===== src/sv/rgbcw_pkg.sv =====
// ============================================================================
// rgbcw_pkg: shared types and constants of the RGB color wheel controller
// Channel count, field widths, command and register codes, and the
// sequencer state type.
// ============================================================================
package rgbcw_pkg;

    // Number of RGB channels driven by the block (1 to 8).
    localparam int NUM_CHANNELS = 5;
    // Channels that own configuration registers.
    localparam int REG_CHANS    = 5;

    localparam int CH_W    = 3;   // width of the channel fields
    localparam int COLOR_W = 24;  // packed color: red high byte, blue low byte
    localparam int LEVEL_W = 8;
    localparam int CMD_W   = 2;
    localparam int CFG_A_W = 3;
    localparam int IDX_W   = (NUM_CHANNELS > 1) ? $clog2(NUM_CHANNELS) : 1;

    localparam logic [COLOR_W-1:0] FALLBACK_COLOR = 24'h4080FF;
    localparam logic [LEVEL_W-1:0] FULL_LEVEL     = 8'hFF;

    typedef enum logic [CMD_W-1:0] {
        CMD_SWITCH = 2'd0,
        CMD_SET    = 2'd1,
        CMD_FLOW   = 2'd2,
        CMD_TICK   = 2'd3
    } t_cmd;

    typedef enum logic [CFG_A_W-1:0] {
        REG_ENABLE    = 3'd0,
        REG_START_DEF = 3'd1,
        REG_DEFAULT_0 = 3'd2,
        REG_DEFAULT_1 = 3'd3,
        REG_DEFAULT_2 = 3'd4,
        REG_DEFAULT_3 = 3'd5,
        REG_DEFAULT_4 = 3'd6
    } t_cfg_reg;

    typedef enum logic [1:0] {
        S_IDLE,
        S_EXEC,
        S_SCAN
    } t_state;

endpackage


===== src/sv/rgbcw_wheel.sv =====
// ============================================================================
// rgbcw_wheel: one step around the hexagonal color wheel
// Moves a packed color one increment along red, magenta, blue, cyan,
// green, yellow and back to red; a color off the wheel becomes pure red.
// ============================================================================
module rgbcw_wheel (
    input  logic [rgbcw_pkg::COLOR_W-1:0] i_color,
    output logic [rgbcw_pkg::COLOR_W-1:0] o_color
);

    logic [rgbcw_pkg::LEVEL_W-1:0] w_r;
    logic [rgbcw_pkg::LEVEL_W-1:0] w_g;
    logic [rgbcw_pkg::LEVEL_W-1:0] w_b;
    logic                          w_r_full;
    logic                          w_g_full;
    logic                          w_b_full;
    logic                          w_r_zero;
    logic                          w_g_zero;
    logic                          w_b_zero;

    assign w_r = i_color[23:16];
    assign w_g = i_color[15:8];
    assign w_b = i_color[7:0];

    assign w_r_full = (w_r == rgbcw_pkg::FULL_LEVEL);
    assign w_g_full = (w_g == rgbcw_pkg::FULL_LEVEL);
    assign w_b_full = (w_b == rgbcw_pkg::FULL_LEVEL);
    assign w_r_zero = (w_r == '0);
    assign w_g_zero = (w_g == '0);
    assign w_b_zero = (w_b == '0);

    // The edges are tested in wheel order; the first match wins.
    always_comb begin
        if (w_r_full && w_g_zero && !w_b_full) begin
            o_color = {w_r, w_g, w_b + 8'd1};
        end else if (!w_r_zero && w_g_zero && w_b_full) begin
            o_color = {w_r - 8'd1, w_g, w_b};
        end else if (w_r_zero && !w_g_full && w_b_full) begin
            o_color = {w_r, w_g + 8'd1, w_b};
        end else if (w_r_zero && w_g_full && !w_b_zero) begin
            o_color = {w_r, w_g, w_b - 8'd1};
        end else if (!w_r_full && w_g_full && w_b_zero) begin
            o_color = {w_r + 8'd1, w_g, w_b};
        end else if (w_r_full && !w_g_zero && w_b_zero) begin
            o_color = {w_r, w_g - 8'd1, w_b};
        end else begin
            o_color = {rgbcw_pkg::FULL_LEVEL, 8'd0, 8'd0};
        end
    end

endmodule


===== src/sv/rgb_channel_controller_color_wheel_core.sv =====
// ============================================================================
// rgb_channel_controller_color_wheel_core: RGB LED channel controller
// Keeps drive color, saved color, on and flow flags per channel, runs the
// switch, set color and flow commands, and steps enabled flowing channels around
// the color wheel on each flow tick.
// ============================================================================
//
//  Channel   | Dir | Handshake            | Payload
//  ----------+-----+----------------------+-------------------------------
//  s_axis    | in  | tvalid / tready      | tdata: command operands,
//            |     |                      | tuser: command code
//  m_axis    | out | tvalid / tready      | tdata: channel status,
//            |     |                      | tuser: publish, tlast: last
//  cfg       | in  | write enable only    | register index and value
//
// A switch, set color or flow command is accepted in S_IDLE and then worked
// in S_EXEC, where the single shared datapath reads the channel entry,
// updates it and loads the output register. A flow tick walks the channels
// one per cycle through the same datapath and the wheel step unit, as long
// as the output register is free. Reset is synchronous and active low and
// clears all channel state, configuration, sequencer and output valid, but
// not the captured color or the output data. The input is not ready while a
// command is at work; when the output register is still full the sequencer
// holds on the current channel until the waiting result transfer completes.
module rgb_channel_controller_color_wheel_core (
    input  logic                            i_clk,
    input  logic                            i_rst_n,
    // Command stream
    input  logic                            i_s_axis_tvalid,
    output logic                            o_s_axis_tready,
    // [2:0] channel, [3] flag, [11:4] red_in, [19:12] green_in,
    // [27:20] blue_in, [31:28] zero
    input  logic [31:0]                     i_s_axis_tdata,
    // [1:0] cmd
    input  logic [rgbcw_pkg::CMD_W-1:0]     i_s_axis_tuser,
    // Result stream
    output logic                            o_m_axis_tvalid,
    input  logic                            i_m_axis_tready,
    // [2:0] out_channel, [10:3] pwm_red, [18:11] pwm_green,
    // [26:19] pwm_blue, [27] is_on, [28] flow_on, [31:29] zero
    output logic [31:0]                     o_m_axis_tdata,
    // [0] publish
    output logic                            o_m_axis_tuser,
    output logic                            o_m_axis_tlast,
    // Configuration writes
    input  logic                            i_cfg_wr_en,
    input  logic [rgbcw_pkg::CFG_A_W-1:0]   i_cfg_addr,
    input  logic [rgbcw_pkg::COLOR_W-1:0]   i_cfg_wr_data
);

    localparam int N  = rgbcw_pkg::NUM_CHANNELS;
    localparam int CW = rgbcw_pkg::COLOR_W;

    // Configuration registers.
    logic [rgbcw_pkg::REG_CHANS-1:0] r_enable_mask;
    logic [rgbcw_pkg::REG_CHANS-1:0] r_start_def_mask;
    logic [CW-1:0]                   r_def_color [rgbcw_pkg::REG_CHANS];

    // Per channel views of the registers; channels without registers read zero.
    logic [N-1:0]                    w_enable;
    logic [N-1:0]                    w_start_def;
    logic [CW-1:0]                   w_def_color [N];

    // Channel state.
    logic [CW-1:0]                   r_drive [N];
    logic [CW-1:0]                   r_saved [N];
    logic [N-1:0]                    r_on;
    logic [N-1:0]                    r_flow;

    // Sequencer.
    rgbcw_pkg::t_state               r_state;
    rgbcw_pkg::t_state               n_state;
    rgbcw_pkg::t_cmd                 r_cmd;
    logic [rgbcw_pkg::IDX_W-1:0]     r_ch;
    logic                            r_flag;
    logic [CW-1:0]                   r_rgb;
    logic [N-1:0]                    r_pend;

    // Output register.
    logic                            r_ovalid;
    logic [31:0]                     r_odata;
    logic                            r_ouser;
    logic                            r_olast;

    // Datapath signals.
    rgbcw_pkg::t_cmd                 w_in_cmd;
    logic [rgbcw_pkg::CH_W-1:0]      w_in_ch;
    logic                            w_accept;
    logic                            w_out_free;
    logic [CW-1:0]                   w_cur_drive;
    logic [CW-1:0]                   w_cur_saved;
    logic                            w_cur_on;
    logic                            w_cur_flow;
    logic [CW-1:0]                   w_wheel;
    logic [CW-1:0]                   w_on_color;
    logic [CW-1:0]                   w_new_drive;
    logic [CW-1:0]                   w_new_saved;
    logic                            w_new_on;
    logic                            w_new_flow;
    logic                            w_pub;
    logic                            w_last;
    logic                            w_wr;
    logic                            w_advance;
    logic [N-1:0]                    w_ch_bit;

    genvar gc;
    generate
        for (gc = 0; gc < N; gc++) begin : g_chan_cfg
            if (gc < rgbcw_pkg::REG_CHANS) begin : g_reg
                assign w_enable[gc]    = r_enable_mask[gc];
                assign w_start_def[gc] = r_start_def_mask[gc];
                assign w_def_color[gc] = r_def_color[gc];
            end else begin : g_noreg
                assign w_enable[gc]    = 1'b0;
                assign w_start_def[gc] = 1'b0;
                assign w_def_color[gc] = '0;
            end
        end
    endgenerate

    // Configuration port.
    always_ff @(posedge i_clk) begin
        if (!i_rst_n) begin
            r_enable_mask    <= '0;
            r_start_def_mask <= '0;
            for (int i = 0; i < rgbcw_pkg::REG_CHANS; i++) begin
                r_def_color[i] <= '0;
            end
        end else if (i_cfg_wr_en) begin
            case (i_cfg_addr)
                rgbcw_pkg::REG_ENABLE: begin
                    r_enable_mask <= i_cfg_wr_data[rgbcw_pkg::REG_CHANS-1:0];
                end
                rgbcw_pkg::REG_START_DEF: begin
                    r_start_def_mask <= i_cfg_wr_data[rgbcw_pkg::REG_CHANS-1:0];
                end
                rgbcw_pkg::REG_DEFAULT_0: r_def_color[0] <= i_cfg_wr_data;
                rgbcw_pkg::REG_DEFAULT_1: r_def_color[1] <= i_cfg_wr_data;
                rgbcw_pkg::REG_DEFAULT_2: r_def_color[2] <= i_cfg_wr_data;
                rgbcw_pkg::REG_DEFAULT_3: r_def_color[3] <= i_cfg_wr_data;
                rgbcw_pkg::REG_DEFAULT_4: r_def_color[4] <= i_cfg_wr_data;
                default: ;
            endcase
        end
    end

    assign w_in_cmd   = rgbcw_pkg::t_cmd'(i_s_axis_tuser);
    assign w_in_ch    = i_s_axis_tdata[2:0];
    assign w_accept   = i_s_axis_tvalid && o_s_axis_tready;
    assign w_out_free = !r_ovalid || i_m_axis_tready;

    // One read port into the channel state, addressed by the sequencer.
    assign w_cur_drive = r_drive[r_ch];
    assign w_cur_saved = r_saved[r_ch];
    assign w_cur_on    = r_on[r_ch];
    assign w_cur_flow  = r_flow[r_ch];

    assign w_ch_bit = N'(1) << r_ch;
    // Last result of a tick: no other channel remains pending.
    assign w_last   = ((r_pend & ~w_ch_bit) == '0);

    rgbcw_wheel u_wheel (
        .i_color (w_cur_drive),
        .o_color (w_wheel)
    );

    // Switch on picks the default or the saved color; black falls back.
    always_comb begin
        w_on_color = w_start_def[r_ch] ? w_def_color[r_ch] : w_cur_saved;
        if (w_on_color == '0) begin
            w_on_color = rgbcw_pkg::FALLBACK_COLOR;
        end
    end

    // Sequencer: next state and datapath control.
    always_comb begin
        n_state         = r_state;
        o_s_axis_tready = 1'b0;
        w_new_drive     = w_cur_drive;
        w_new_saved     = w_cur_saved;
        w_new_on        = w_cur_on;
        w_new_flow      = w_cur_flow;
        w_pub           = 1'b0;
        w_wr            = 1'b0;
        w_advance       = 1'b0;
        case (r_state)
            rgbcw_pkg::S_IDLE: begin
                // Ready is high here, so a valid command is taken this cycle.
                o_s_axis_tready = 1'b1;
                if (i_s_axis_tvalid) begin
                    if (w_in_cmd == rgbcw_pkg::CMD_TICK) begin
                        if ((r_flow & w_enable) != '0) begin
                            n_state = rgbcw_pkg::S_SCAN;
                        end
                    end else if ({1'b0, w_in_ch} < (rgbcw_pkg::CH_W+1)'(N)) begin
                        n_state = rgbcw_pkg::S_EXEC;
                    end
                end
            end
            rgbcw_pkg::S_EXEC: begin
                case (r_cmd)
                    rgbcw_pkg::CMD_SWITCH: begin
                        w_pub = 1'b1;
                        w_wr  = 1'b1;
                        if (r_flag) begin
                            w_new_drive = w_on_color;
                            w_new_saved = w_on_color;
                            w_new_on    = 1'b1;
                        end else begin
                            w_new_flow  = 1'b0;
                            w_new_saved = w_cur_drive;
                            w_new_drive = '0;
                            w_new_on    = 1'b0;
                        end
                    end
                    rgbcw_pkg::CMD_SET: begin
                        // A black request is dropped without a result.
                        w_pub       = 1'b1;
                        w_wr        = (r_rgb != '0);
                        w_new_drive = r_rgb;
                        w_new_saved = r_rgb;
                        w_new_on    = 1'b1;
                    end
                    rgbcw_pkg::CMD_FLOW: begin
                        // Only a change of the flow flag is acted upon.
                        w_wr = (r_flag != w_cur_flow);
                        if (r_flag) begin
                            w_new_flow = 1'b1;
                            w_new_on   = 1'b1;
                        end else begin
                            w_new_flow  = 1'b0;
                            w_new_saved = w_cur_drive;
                        end
                    end
                    default: ;
                endcase
                if (!w_wr) begin
                    n_state = rgbcw_pkg::S_IDLE;
                end else if (w_out_free) begin
                    n_state = rgbcw_pkg::S_IDLE;
                end else begin
                    // Hold until the waiting result has gone out.
                    w_wr = 1'b0;
                end
            end
            rgbcw_pkg::S_SCAN: begin
                w_new_drive = w_wheel;
                if (r_pend[r_ch]) begin
                    w_wr      = w_out_free;
                    w_advance = w_out_free;
                end else begin
                    w_advance = 1'b1;
                end
                if (w_advance && (r_ch == rgbcw_pkg::IDX_W'(N - 1))) begin
                    n_state = rgbcw_pkg::S_IDLE;
                end
            end
            default: begin
                n_state = rgbcw_pkg::S_IDLE;
            end
        endcase
    end

    always_ff @(posedge i_clk) begin
        if (!i_rst_n) begin
            r_state <= rgbcw_pkg::S_IDLE;
        end else begin
            r_state <= n_state;
        end
    end

    // Command capture and scan position.
    always_ff @(posedge i_clk) begin
        if (!i_rst_n) begin
            r_cmd  <= rgbcw_pkg::CMD_SWITCH;
            r_ch   <= '0;
            r_flag <= 1'b0;
            r_pend <= '0;
        end else if (w_accept) begin
            r_cmd  <= w_in_cmd;
            r_flag <= i_s_axis_tdata[3];
            r_pend <= r_flow & w_enable;
            if (w_in_cmd == rgbcw_pkg::CMD_TICK) begin
                r_ch <= '0;
            end else begin
                r_ch <= w_in_ch[rgbcw_pkg::IDX_W-1:0];
            end
        end else if (r_state == rgbcw_pkg::S_SCAN) begin
            if (w_wr) begin
                r_pend <= r_pend & ~w_ch_bit;
            end
            if (w_advance) begin
                r_ch <= r_ch + rgbcw_pkg::IDX_W'(1);
            end
        end
    end

    always_ff @(posedge i_clk) begin
        if (w_accept) begin
            r_rgb <= {i_s_axis_tdata[11:4], i_s_axis_tdata[19:12],
                      i_s_axis_tdata[27:20]};
        end
    end

    // Channel state update, one entry per cycle.
    always_ff @(posedge i_clk) begin
        if (!i_rst_n) begin
            for (int i = 0; i < N; i++) begin
                r_drive[i] <= '0;
                r_saved[i] <= '0;
            end
            r_on   <= '0;
            r_flow <= '0;
        end else if (w_wr) begin
            r_drive[r_ch] <= w_new_drive;
            r_saved[r_ch] <= w_new_saved;
            r_on[r_ch]    <= w_new_on;
            r_flow[r_ch]  <= w_new_flow;
        end
    end

    // Output register; a new result loads in the cycle the old one leaves.
    always_ff @(posedge i_clk) begin
        if (!i_rst_n) begin
            r_ovalid <= 1'b0;
        end else if (w_wr) begin
            r_ovalid <= 1'b1;
        end else if (i_m_axis_tready) begin
            r_ovalid <= 1'b0;
        end
    end

    always_ff @(posedge i_clk) begin
        if (w_wr) begin
            r_odata <= {3'b000, w_new_flow, w_new_on, w_new_drive[7:0],
                        w_new_drive[15:8], w_new_drive[23:16],
                        rgbcw_pkg::CH_W'(r_ch)};
            r_ouser <= w_pub;
            // A single command always ends its run; a tick ends at its
            // final pending channel.
            r_olast <= (r_state == rgbcw_pkg::S_SCAN) ? w_last : 1'b1;
        end
    end

    assign o_m_axis_tvalid = r_ovalid;
    assign o_m_axis_tdata  = r_odata;
    assign o_m_axis_tuser  = r_ouser;
    assign o_m_axis_tlast  = r_olast;

endmodule

===== config.mk =====
export PLATFORM = sky130hd
export DESIGN_NAME = rgb_channel_controller_color_wheel_core
export DESIGN_NICKNAME = d
export VERILOG_FILES = /design/src/sv/rgbcw_pkg.sv /design/src/sv/rgbcw_wheel.sv /design/src/sv/rgb_channel_controller_color_wheel_core.sv
export SDC_FILE = /design/constraint.sdc
export NUM_CORES = 1
export LEC_CHECK = 0
export BUFFER_PORTS_ARGS = -buffer_cell sky130_fd_sc_hd__buf_4
export CAP_MARGIN = 0
export CORE_MARGIN = 2
export CORE_UTILIZATION = 62
export DETAILED_ROUTE_END_ITERATION = 10
export GPL_TIMING_DRIVEN = 0
export PLACE_DENSITY_LB_ADDON = 0.3
export RECOVER_POWER = 100
export SKIP_LAST_GASP = 1
export SLEW_MARGIN = 40
export SYNTH_ARGS = -nofsm -noshare
export SYNTH_HDL_FRONTEND = slang
export SYNTH_SLANG_ARGS = --single-unit

===== constraint.sdc =====
create_clock -name i_clk -period 9 [get_ports i_clk]
set_clock_uncertainty 0.15 [all_clocks]
set_input_delay 0 -clock i_clk [delete_from_list [all_inputs] [get_ports i_clk]]
set_output_delay 0 -clock i_clk [all_outputs]
set_load 0.02 [all_outputs]

-- Word level (Yosys, flattened, before mapping)
Memories as Yosys holds them, arrays and structs flattened. A register that Yosys moved wholly into a read port is not among the register bits.
Cells that the tools add are included.
- flip-flop bits (word level): 89
- bits in writable memories: 360
- input bits: 66
- output and inout bits: 36
- word-level logic and storage cells: 208
- memories kept: 3
- memory list (memory ; words ; width ; read ports ; clocked after memory_dff ; wr ports ; RTL line ; source):
    r_def_color ; 5 ; 24 ; 5 ; 0 ; 5 ; rgb_channel_controller_color_wheel_core.sv:57 ; logic [CW-1:0] r_def_color [rgbcw_pkg::REG_CHANS];
    r_drive ; 5 ; 24 ; 1 ; 1 ; 5 ; rgb_channel_controller_color_wheel_core.sv:65 ; logic [CW-1:0] r_drive [N];
    r_saved ; 5 ; 24 ; 1 ; 1 ; 5 ; rgb_channel_controller_color_wheel_core.sv:66 ; logic [CW-1:0] r_saved [N];
- add/sub/neg operators: 7
- $lt $le $gt $ge: 4
- eq/ne operators: 21
- shift-type cells: 1
- muxes and demuxes: 104
- bitwise gates (word level): 9
- reductions and logical operators: 45
- operator list (operator ; count):
    $mux W24 ; 21
    $pmux W24 S2 ; 2
    $bmux W24 S3 ; 1
    $pmux W24 S3 ; 1
    $reduce_or A24 Y1 ; 2
    $mux W1 ; 47
    $mux W3 ; 10
    $add A8 B1 Y8 const B ; 3
    $eq A8 B8 Y1 const B ; 3
    $logic_not A24 Y1 ; 1
    $logic_not A8 Y1 ; 3
    $reduce_bool A24 Y1 ; 1
    $sub A8 B1 Y8 const B ; 3
    $logic_and A1 B1 Y1 ; 15
    $mux W5 ; 3
    $mux W2 ; 7
    $bmux W1 S3 ; 4
    $eq A3 B3 Y1 const B ; 4
    $and A5 B5 Y5 ; 2
    $bwmux W5 ; 2
    $ne A3 B3 Y1 const B ; 3
    $reduce_and A2 Y1 ; 4
    $reduce_bool A2 Y1 ; 4
    $logic_not A1 Y1 ; 7
    26 further kinds ; 38

-- Depth between registers and ports, before layout
Gate-level depths: netlist of the first run.
- word-level depth: 12
- depth in mapped cells: 18
- mapped depth without buffers: 12

-- Hierarchy
A second synthesis of the first run with hierarchy kept.
- cells, all modules: 2052
- area total of the unflattened synthesis: 27730.3 µm²
- by module, submodules not included (module ; instances ; cells each ; area each (µm²) ; sequential area each (µm²)):
    rgb_channel_controller_color_wheel_core ; 1 ; 1834 ; 26326.5 ; 17526.8
    rgbcw_wheel ; 1 ; 218 ; 1403.8 ; 0.0

-- Worst setup path after synthesis of the first run
OpenSTA, ideal clock, no wires.
- path type: reg2reg
- from: register r_ch[0] (netlist bit)
- to: memory r_drive[6][0] (netlist bit), enable pin
- library setup time: 0.513 ns
- arrival: 7.097 ns
- required time: 8.337 ns
- slack: 1.241 ns
- cell stages (with the launch flop): 14
- buffers on the path: 5
- period minus slack after synthesis: 7.759 ns
- cell sequence: dfxtp_1 -> buf_2 -> clkbuf_1 -> clkbuf_1 -> buf_1 -> o22ai_1 -> ha_1 -> nor2b_1 -> o22ai_1 -> mux2i_1 -> and3_1 -> buf_1 -> nand2_1 -> nor3_1
- RTL lines (what ; RTL line ; source):
    start, declared ; rgb_channel_controller_color_wheel_core.sv:74 ; logic [rgbcw_pkg::IDX_W-1:0] r_ch;
    start signal, assigned ; rgb_channel_controller_color_wheel_core.sv:286 ; r_ch <= w_in_ch[rgbcw_pkg::IDX_W-1:0];
    start signal, assigned ; rgb_channel_controller_color_wheel_core.sv:293 ; r_ch <= r_ch + rgbcw_pkg::IDX_W'(1);
    end, declared ; rgb_channel_controller_color_wheel_core.sv:65 ;

==> results of run 1 <==
## worst reg2reg max path, delay by kind of cell (launching register included)
kind / cells / cell delay, ps
buf+inv: 6 / 3230
compound gates: 5 / 2050
mux: 2 / 920
simple gates: 2 / 360
fa+ha+maj: 1 / 350
flops: 1 / 320
## sequential cells by signal, summed over array words and instances, names as in the netlist, named ones only
register / flops
r_drive: 192
r_saved: 192
r_def_color: 120
o_m_axis_tdata: 29
r_rgb: 24
r_enable_mask: 5
r_flow: 5
r_on: 5
r_pend: 5
r_start_def_mask: 5
r_ch: 3
r_cmd: 2
r_state: 2
o_m_axis_tlast: 1
o_m_axis_tuser: 1
o_m_axis_tvalid: 1
r_flag: 1
## where the power goes
group | leakage (nW) | internal, mW | switching [mW]
clock network | 0.957 | 1.45 | 1.08
registers | 5.78 | 3.29 | 0.0758
logic | 4.61 | 0.517 | 1.30
## routing by layer
metal | vias up | track usage
li1 | 9029 | -
met1 | 10942 | 0.561
met2 | 2114 | 0.688
met3 | 424 | 0.0841
met4 | 0 | 0.263
met5 | - | 0
## per-stage QoR
step / setup TNS [ps] / setup WS (ps) / cells / power, mW / hold WS [ps]
2_1_floorplan: 0 / 1240 / 2197 / 4.44 / -51.1
3_3_place_gp: -368160 / -4920 / 2889 / 5.08 / 28.1
3_5_place_dp: 0 / 2510 / 2931 / 5.16 / 29.5
4_1_cts: 0 / 2490 / 3133 / 7.67 / 24.9
5_1_grt: 0 / 1150 / 3135 / 7.85 / 66.9
6_report: 0 / 1270 / 3135 / 7.71 / 36.8
## final cells by class
class	count	area, µm²	share of cell area
diodes	1	2.50	0.0000758
plain buffers	141	707	0.0214
clock buffers	68	1490	0.0451
clock inverters	40	487	0.0147
inverters	75	288	0.00872
multi-input cells	1385	10000	0.303
flip-flops and latches	596	17500	0.531
well taps	600	751	0.0227
repair buffers	229	1760	0.0533
## worst paths after layout
path                       end  depth (start not counted)        startpoint
max reg2reg     r_drive[7][12]                         16              flop
min           r_enable_mask[0]                          4  i_cfg_wr_data[0]
max             r_drive[7][12]                         16              flop
min reg2reg  o_m_axis_tdata[2]                          0           r_ch[2]
## cells by family after synthesis
family | count (synthesis)
compound gates | 454
xor+xnor | 8
fa+ha+maj | 16
buf+inv | 216
flops | 596
mux | 223
other cells | 1
simple gates | 681
## cell usage in the layout, fill, tap and decap left out, types with 16 or more instances in the layout
cell                              n
sky130_fd_sc_hd__o22ai_1         22
sky130_fd_sc_hd__a22o_1          16
sky130_fd_sc_hd__o21ai_0         68
sky130_fd_sc_hd__edfxtp_1       559
sky130_fd_sc_hd__ha_1            16
sky130_fd_sc_hd__nor2_1         299
sky130_fd_sc_hd__clkbuf_4        24
sky130_fd_sc_hd__nand3_1         54
sky130_fd_sc_hd__inv_1           63
sky130_fd_sc_hd__clkbuf_16       58
sky130_fd_sc_hd__nor2b_1         18
sky130_fd_sc_hd__buf_2           19
sky130_fd_sc_hd__dlygate4sd3_1   94
sky130_fd_sc_hd__mux2i_1        100
sky130_fd_sc_hd__clkbuf_1       160
sky130_fd_sc_hd__clkinv_1        17
sky130_fd_sc_hd__mux4_2          81
sky130_fd_sc_hd__dfxtp_1         37
sky130_fd_sc_hd__nand4_1         18
sky130_fd_sc_hd__nand2_1        118
sky130_fd_sc_hd__and2_0          24
sky130_fd_sc_hd__buf_4           47
sky130_fd_sc_hd__a21oi_1        116
sky130_fd_sc_hd__a22oi_1         47
sky130_fd_sc_hd__a31oi_1         27
sky130_fd_sc_hd__nor3_1          52
sky130_fd_sc_hd__mux2_2          31
==> impl_metrics.toml, run 1 <==
[clock_tree]
cts_htree_levels = 2
postCtsResizedCells = 0
clock_tree.buffer_depth = 3
post-cts-setup-buffer-count = 0
clk_pin_slew_worst_paths_ps = 70
total_number_of_clock_tree_sinks = 596
cts_hold_buf = 94
root_buffer = "sky130_fd_sc_hd__clkbuf_16"
tritoncts = "done"
cts_buffers = 58
insertion_delay_ps = 640

[worst_setup_path]
criticalPathCategory = "flop to flop"
timing.critical_path.slowest_stage_cell = "sky130_fd_sc_hd__clkbuf_1"
cp_data_required_time_ps = 9130
setup.worst_path.start_class = "flop"
cp.arrival_ps = 7860
worstPathCellList = "buf_6, buf_6, clkbuf_1, clkbuf_1, mux4_2, mux2i_1, inv_1, ha_1, and3_1, and3_1, clkbuf_1, o21ai_0, a21oi_1, o21a_1, o31ai_1, a22oi_1"
critPathMostFrequentCell = "sky130_fd_sc_hd__clkbuf_1"
critPathMaxStageDelay_ps = 1190
path_delay_family = "buffers and inverters"
crit_path_end_kind = "flop"
crit_buf_inv = 6
timing.reg2reg.setup_slack_ps = 1270
critPathMaxFanout = 10

[logic_synthesis]
synth_fa_ha_area_frac = 0.00700
synth_top_family_by_area = "multiplexers"
post_synth_inst_count = 2195
synth_compound_gate_area_share = 0.113
post_synth_mux_area_share = 0.116
share_of_synthesized_cell_area_in_and_or_nand_and_nor_gates = 0.114
synth_largest_type_area_fraction = 0.587
synth_xor_area_frac = 0.00245
ys_seq_area_frac = 0.613
synth_ff_type = "sky130_fd_sc_hd__edfxtp_1"
syn_area_um2 = 28600
yosysWarningCount = 0
ys_types = 106
ys_seq_elements = 596
async_reset_ff_frac = 0
synth-edff-count = 559
post-synth-top-count-cell = "sky130_fd_sc_hd__edfxtp_1"
synth.largest_area_cell = "sky130_fd_sc_hd__edfxtp_1"
post_synth.cell_area_avg_um2 = 13.0
yosys-top-cells-area = "sky130_fd_sc_hd__edfxtp_1, sky130_fd_sc_hd__mux4_2, sky130_fd_sc_hd__nor2_1"
synth_top_cells_by_count = "sky130_fd_sc_hd__edfxtp_1, sky130_fd_sc_hd__nor2_1, sky130_fd_sc_hd__nand2_1, sky130_fd_sc_hd__a21oi_1, sky130_fd_sc_hd__mux2i_1"

[status]
outcome = "complete, but fails checks"
failing_checks = "max-capacitance violations, max-slew violations"

[route]
drtPass1Iterations = 10
met2_layer_wire_length_in_the_routed_design_um = 47600
post_drt_via_cell_ratio = 7.18
detail-route-antenna-nets = 0
number_of_drc_markers_after_the_initial_detailed_route_iteration = 3754
routed_wirelength_um = 103000
maxUsedRoutingLayer = "met4"
drc_errors_left = 0
dr_total_vias = 22509
met3_wirelength_um = 12900
drt-wirelength-per-cell_um = 32.9
met1Wirelength_um = 35200

[floorplan]
placeable_core_region_um2 = 45500
design.die.area_um2 = 47800
initial_core_util = 0.629
io_pins = 102
rows = 78
die_width_um = 219
die-height_um = 219

[finish]
final_cell_area_um2 = 33000
flow.area_growth_from_synthesis_pct = 15.5
final_net_count = 2568
fraction_of_layout_instances_using_a_drive_strength_above_1 = 0.144
post-route-util = 0.726
fillCellCount = 2966

[grt]
antenna_found_initial = 2
grt_overflow = 0
globalRouteTotalUtil = 0.435
grt_first_pass_wirelength_um = 147000
grt_pass1_vias = 21912
largest_net_degree_at_the_start_of_global_routing = 35

[sta]
grt_setup_unrepaired = "no"
worst_pin_slew_ps = 2240
final_period_util = 0.859
timing.final.hold_violations = 0
max_slew_margin = -0.493
setup_viol_count_final = 0
post-route-min-period_ps = 7730
maxSlewViolCount = 153
fmax_ghz = 0.129

[pwr]
ir_drop_mv = 0.263
static-leakage-power_nw = 11.3
power_per_cell_area_nw_per_um2 = 234

[place]
placedInstanceArea_um2 = 30800
portBuffers = 92
hpwlAfterDp_um = 72300
finalWeightedCongestion = 1.05

[hold_path]
timing.hold.worst.class = "input port to flop"

[job]
cap_violations = 11
No activity file was read; power rests on OpenSTA's default activity.
==> run 2: changes to the inputs <==
Settings changed: SYNTH_HIERARCHICAL set to 1.
==> impl_metrics.toml, run 2 <==
[finish]
fillCellCount = 2876
layout_common_cells = "sky130_fd_sc_hd__edfxtp_1, sky130_fd_sc_hd__nor2_1, sky130_fd_sc_hd__clkbuf_1, sky130_fd_sc_hd__nand2_1, sky130_fd_sc_hd__mux4_2"
post-route-util = 0.722
final_cell_area_um2 = 31900
antenna_cells_inserted = 0
regArea_um2 = 17500
multi_input_comb_area_um2 = 9020
final_net_count = 2413
fraction_of_layout_instances_using_a_drive_strength_above_1 = 0.143
flow.area_growth_from_synthesis_pct = 15.2
largestRegisters = "r_drive (192), r_saved (192), r_def_color (120)"
mostFrequentLayoutCell = "sky130_fd_sc_hd__edfxtp_1"

[clock_tree]
clock_tree.buffer_depth = 3
clk_pin_slew_worst_paths_ps = 70
root_buffer = "sky130_fd_sc_hd__clkbuf_16"
insertion_delay_ps = 630
total_number_of_clock_tree_sinks = 596
postCtsResizedCells = 0
cts_htree_levels = 2
post-cts-setup-buffer-count = 0
tritoncts = "done"
cts_buffers = 57

[sta]
setup_viol_count_final = 0
timing.final.hold_violations = 0
post-route-min-period_ps = 8330
grt_setup_unrepaired = "no"
final_period_util = 0.925
worst_pin_slew_ps = 2490
maxSlewViolCount = 236
fmax_ghz = 0.120
max_slew_margin = -0.676
hold_ws_ps = 85.3

[route]
drc_errors_left = 0
post_drt_via_cell_ratio = 6.87
detail-route-antenna-nets = 0
drt-wirelength-per-cell_um = 31.3
dr_total_vias = 20412
routed_wirelength_um = 92900
drtPass1Iterations = 9
number_of_drc_markers_after_the_initial_detailed_route_iteration = 2784

[status]
failing_checks = "max-capacitance violations, max-slew violations"
outcome = "complete, but fails checks"

[worst_setup_path]
critPathMaxFanout = 10
timing.critical_path.slowest_stage_cell = "sky130_fd_sc_hd__a222oi_1"
cp.arrival_ps = 8470
crit_buf_inv = 7
cp_data_required_time_ps = 9140
critPathMaxStageDelay_ps = 860
criticalPathCategory = "flop to flop"
worstPathCellList = "buf_4, buf_2, buf_2, clkbuf_1, buf_2, mux4_2, nand2_1, nand2_1, or4_4, or4b_4, nand3_2, buf_4, nand2_1, a41o_1, a222oi_1, a21boi_0, inv_1"
crit_path_end_kind = "flop"
setup.worst_path.start_class = "flop"
path_delay_family = "buffers and inverters"

[floorplan]
design.die.area_um2 = 46400
io_pins = 102
initial_core_util = 0.627
die_width_um = 215
die-height_um = 215
rows = 77
placeable_core_region_um2 = 44200

[logic_synthesis]
yosysWarningCount = 6
ys_types = 87
ys_seq_area_frac = 0.632
post-synth-top-count-cell = "sky130_fd_sc_hd__edfxtp_1"
async_reset_ff_frac = 0
ys_seq_elements = 596
synth-edff-count = 559
yosys-top-cells-area = "sky130_fd_sc_hd__edfxtp_1, sky130_fd_sc_hd__mux4_2, sky130_fd_sc_hd__nor2_1"
synth.largest_area_cell = "sky130_fd_sc_hd__edfxtp_1"
synth_largest_type_area_fraction = 0.605
syn_area_um2 = 27700
post_synth.cell_area_avg_um2 = 13.5
post_synth_inst_count = 2052
synth_ff_type = "sky130_fd_sc_hd__edfxtp_1"
synth_top_cells_by_count = "sky130_fd_sc_hd__edfxtp_1, sky130_fd_sc_hd__nor2_1, sky130_fd_sc_hd__nand2_1, sky130_fd_sc_hd__mux4_2, sky130_fd_sc_hd__a21oi_1"

[pwr]
ir_drop_mv = 0.197
p_total_mw = 7.62
power_per_cell_area_nw_per_um2 = 239
static-leakage-power_nw = 11.2

[hold_path]
timing.hold.worst.class = "input port to flop"

[job]
cap_violations = 12

[place]
portBuffers = 92
placedInstanceArea_um2 = 29700
finalWeightedCongestion = 1.03
hpwlAfterDp_um = 62900

[grt]
globalRouteTotalUtil = 0.404
grt_pass1_vias = 20299
antenna_found_initial = 0
largest_net_degree_at_the_start_of_global_routing = 34
grt_first_pass_wirelength_um = 135000
grt_overflow = 0
## run 2: logic make-up after synthesis
family	share of synthesized area
simple gates	0.114
other cells	0.000135
fa+ha+maj	0.00722
flops	0.632
compound gates	0.0951
mux	0.117
buf+inv	0.0332
xor+xnor	0.00158
## run 2: worst paths after layout
check,cells after the start,slack [ps],from,end
worst max-delay path,17,670,flop,r_drive[7][2]
worst min-delay path,4,90,i_cfg_wr_data[1],r_start_def_mask[1]
worst max register to register,17,670,flop,r_drive[7][2]
worst min register to register,1,320,r_on[0],r_on[0]
## run 2: repair_timing
| item | 4_1_cts | 5_1_grt |
|---|---|---|
| hold buffers | 94 | 0 |
| endpoints found under the hold margin | 230 | 0 |
| setup endpoints to repair | 0 | 0 |
## run 2: worst register-to-register path: stages, from the launching register on
cell and delay, ps:
sky130_fd_sc_hd__dfxtp_1 550, sky130_fd_sc_hd__buf_4 290, sky130_fd_sc_hd__buf_2 320, sky130_fd_sc_hd__buf_2 440
sky130_fd_sc_hd__clkbuf_1 850, sky130_fd_sc_hd__buf_2 500, sky130_fd_sc_hd__mux4_2 550, sky130_fd_sc_hd__nand2_1 100
sky130_fd_sc_hd__nand2_1 370, sky130_fd_sc_hd__or4_4 730, sky130_fd_sc_hd__or4b_4 590, sky130_fd_sc_hd__nand3_2 130
sky130_fd_sc_hd__buf_4 190, sky130_fd_sc_hd__nand2_1 70, sky130_fd_sc_hd__a41o_1 300, sky130_fd_sc_hd__a222oi_1 860
sky130_fd_sc_hd__a21boi_0 770, sky130_fd_sc_hd__inv_1 230
## run 2: cell type report
class	count	area share
repair buffers	218	0.0545
inverters	80	0.00956
clock buffers	73	0.0472
flip-flops and latches	596	0.549
multi-input cells	1246	0.283
clock inverters	34	0.0161
plain buffers	132	0.0183
well taps	592	0.0232
## run 2: layer usage
metal,GRT usage,wire (µm),up-vias
li1,-,-,8393
met1,0.520,32200,10033
met2,0.641,43100,1584
met3,0.0867,10800,402
met4,0.237,6700,0
met5,0,0,-
## run 2: where the power goes
group	total, mW	switching [mW]	leakage [nW]	internal (mW)
registers	3.36	0.0795	5.78	3.28
logic	1.67	1.18	4.45	0.487
clock network	2.59	1.06	0.971	1.53
## run 2: stage by stage
stage	cells	worst slack, ps	TNS (ps)
CTS	2970	1600	0
global placement	2738	-4300	-206080
finish	2971	675	0
floorplan	2054	1020	0
global route	2971	522	0
detailed placement	2769	1590	0
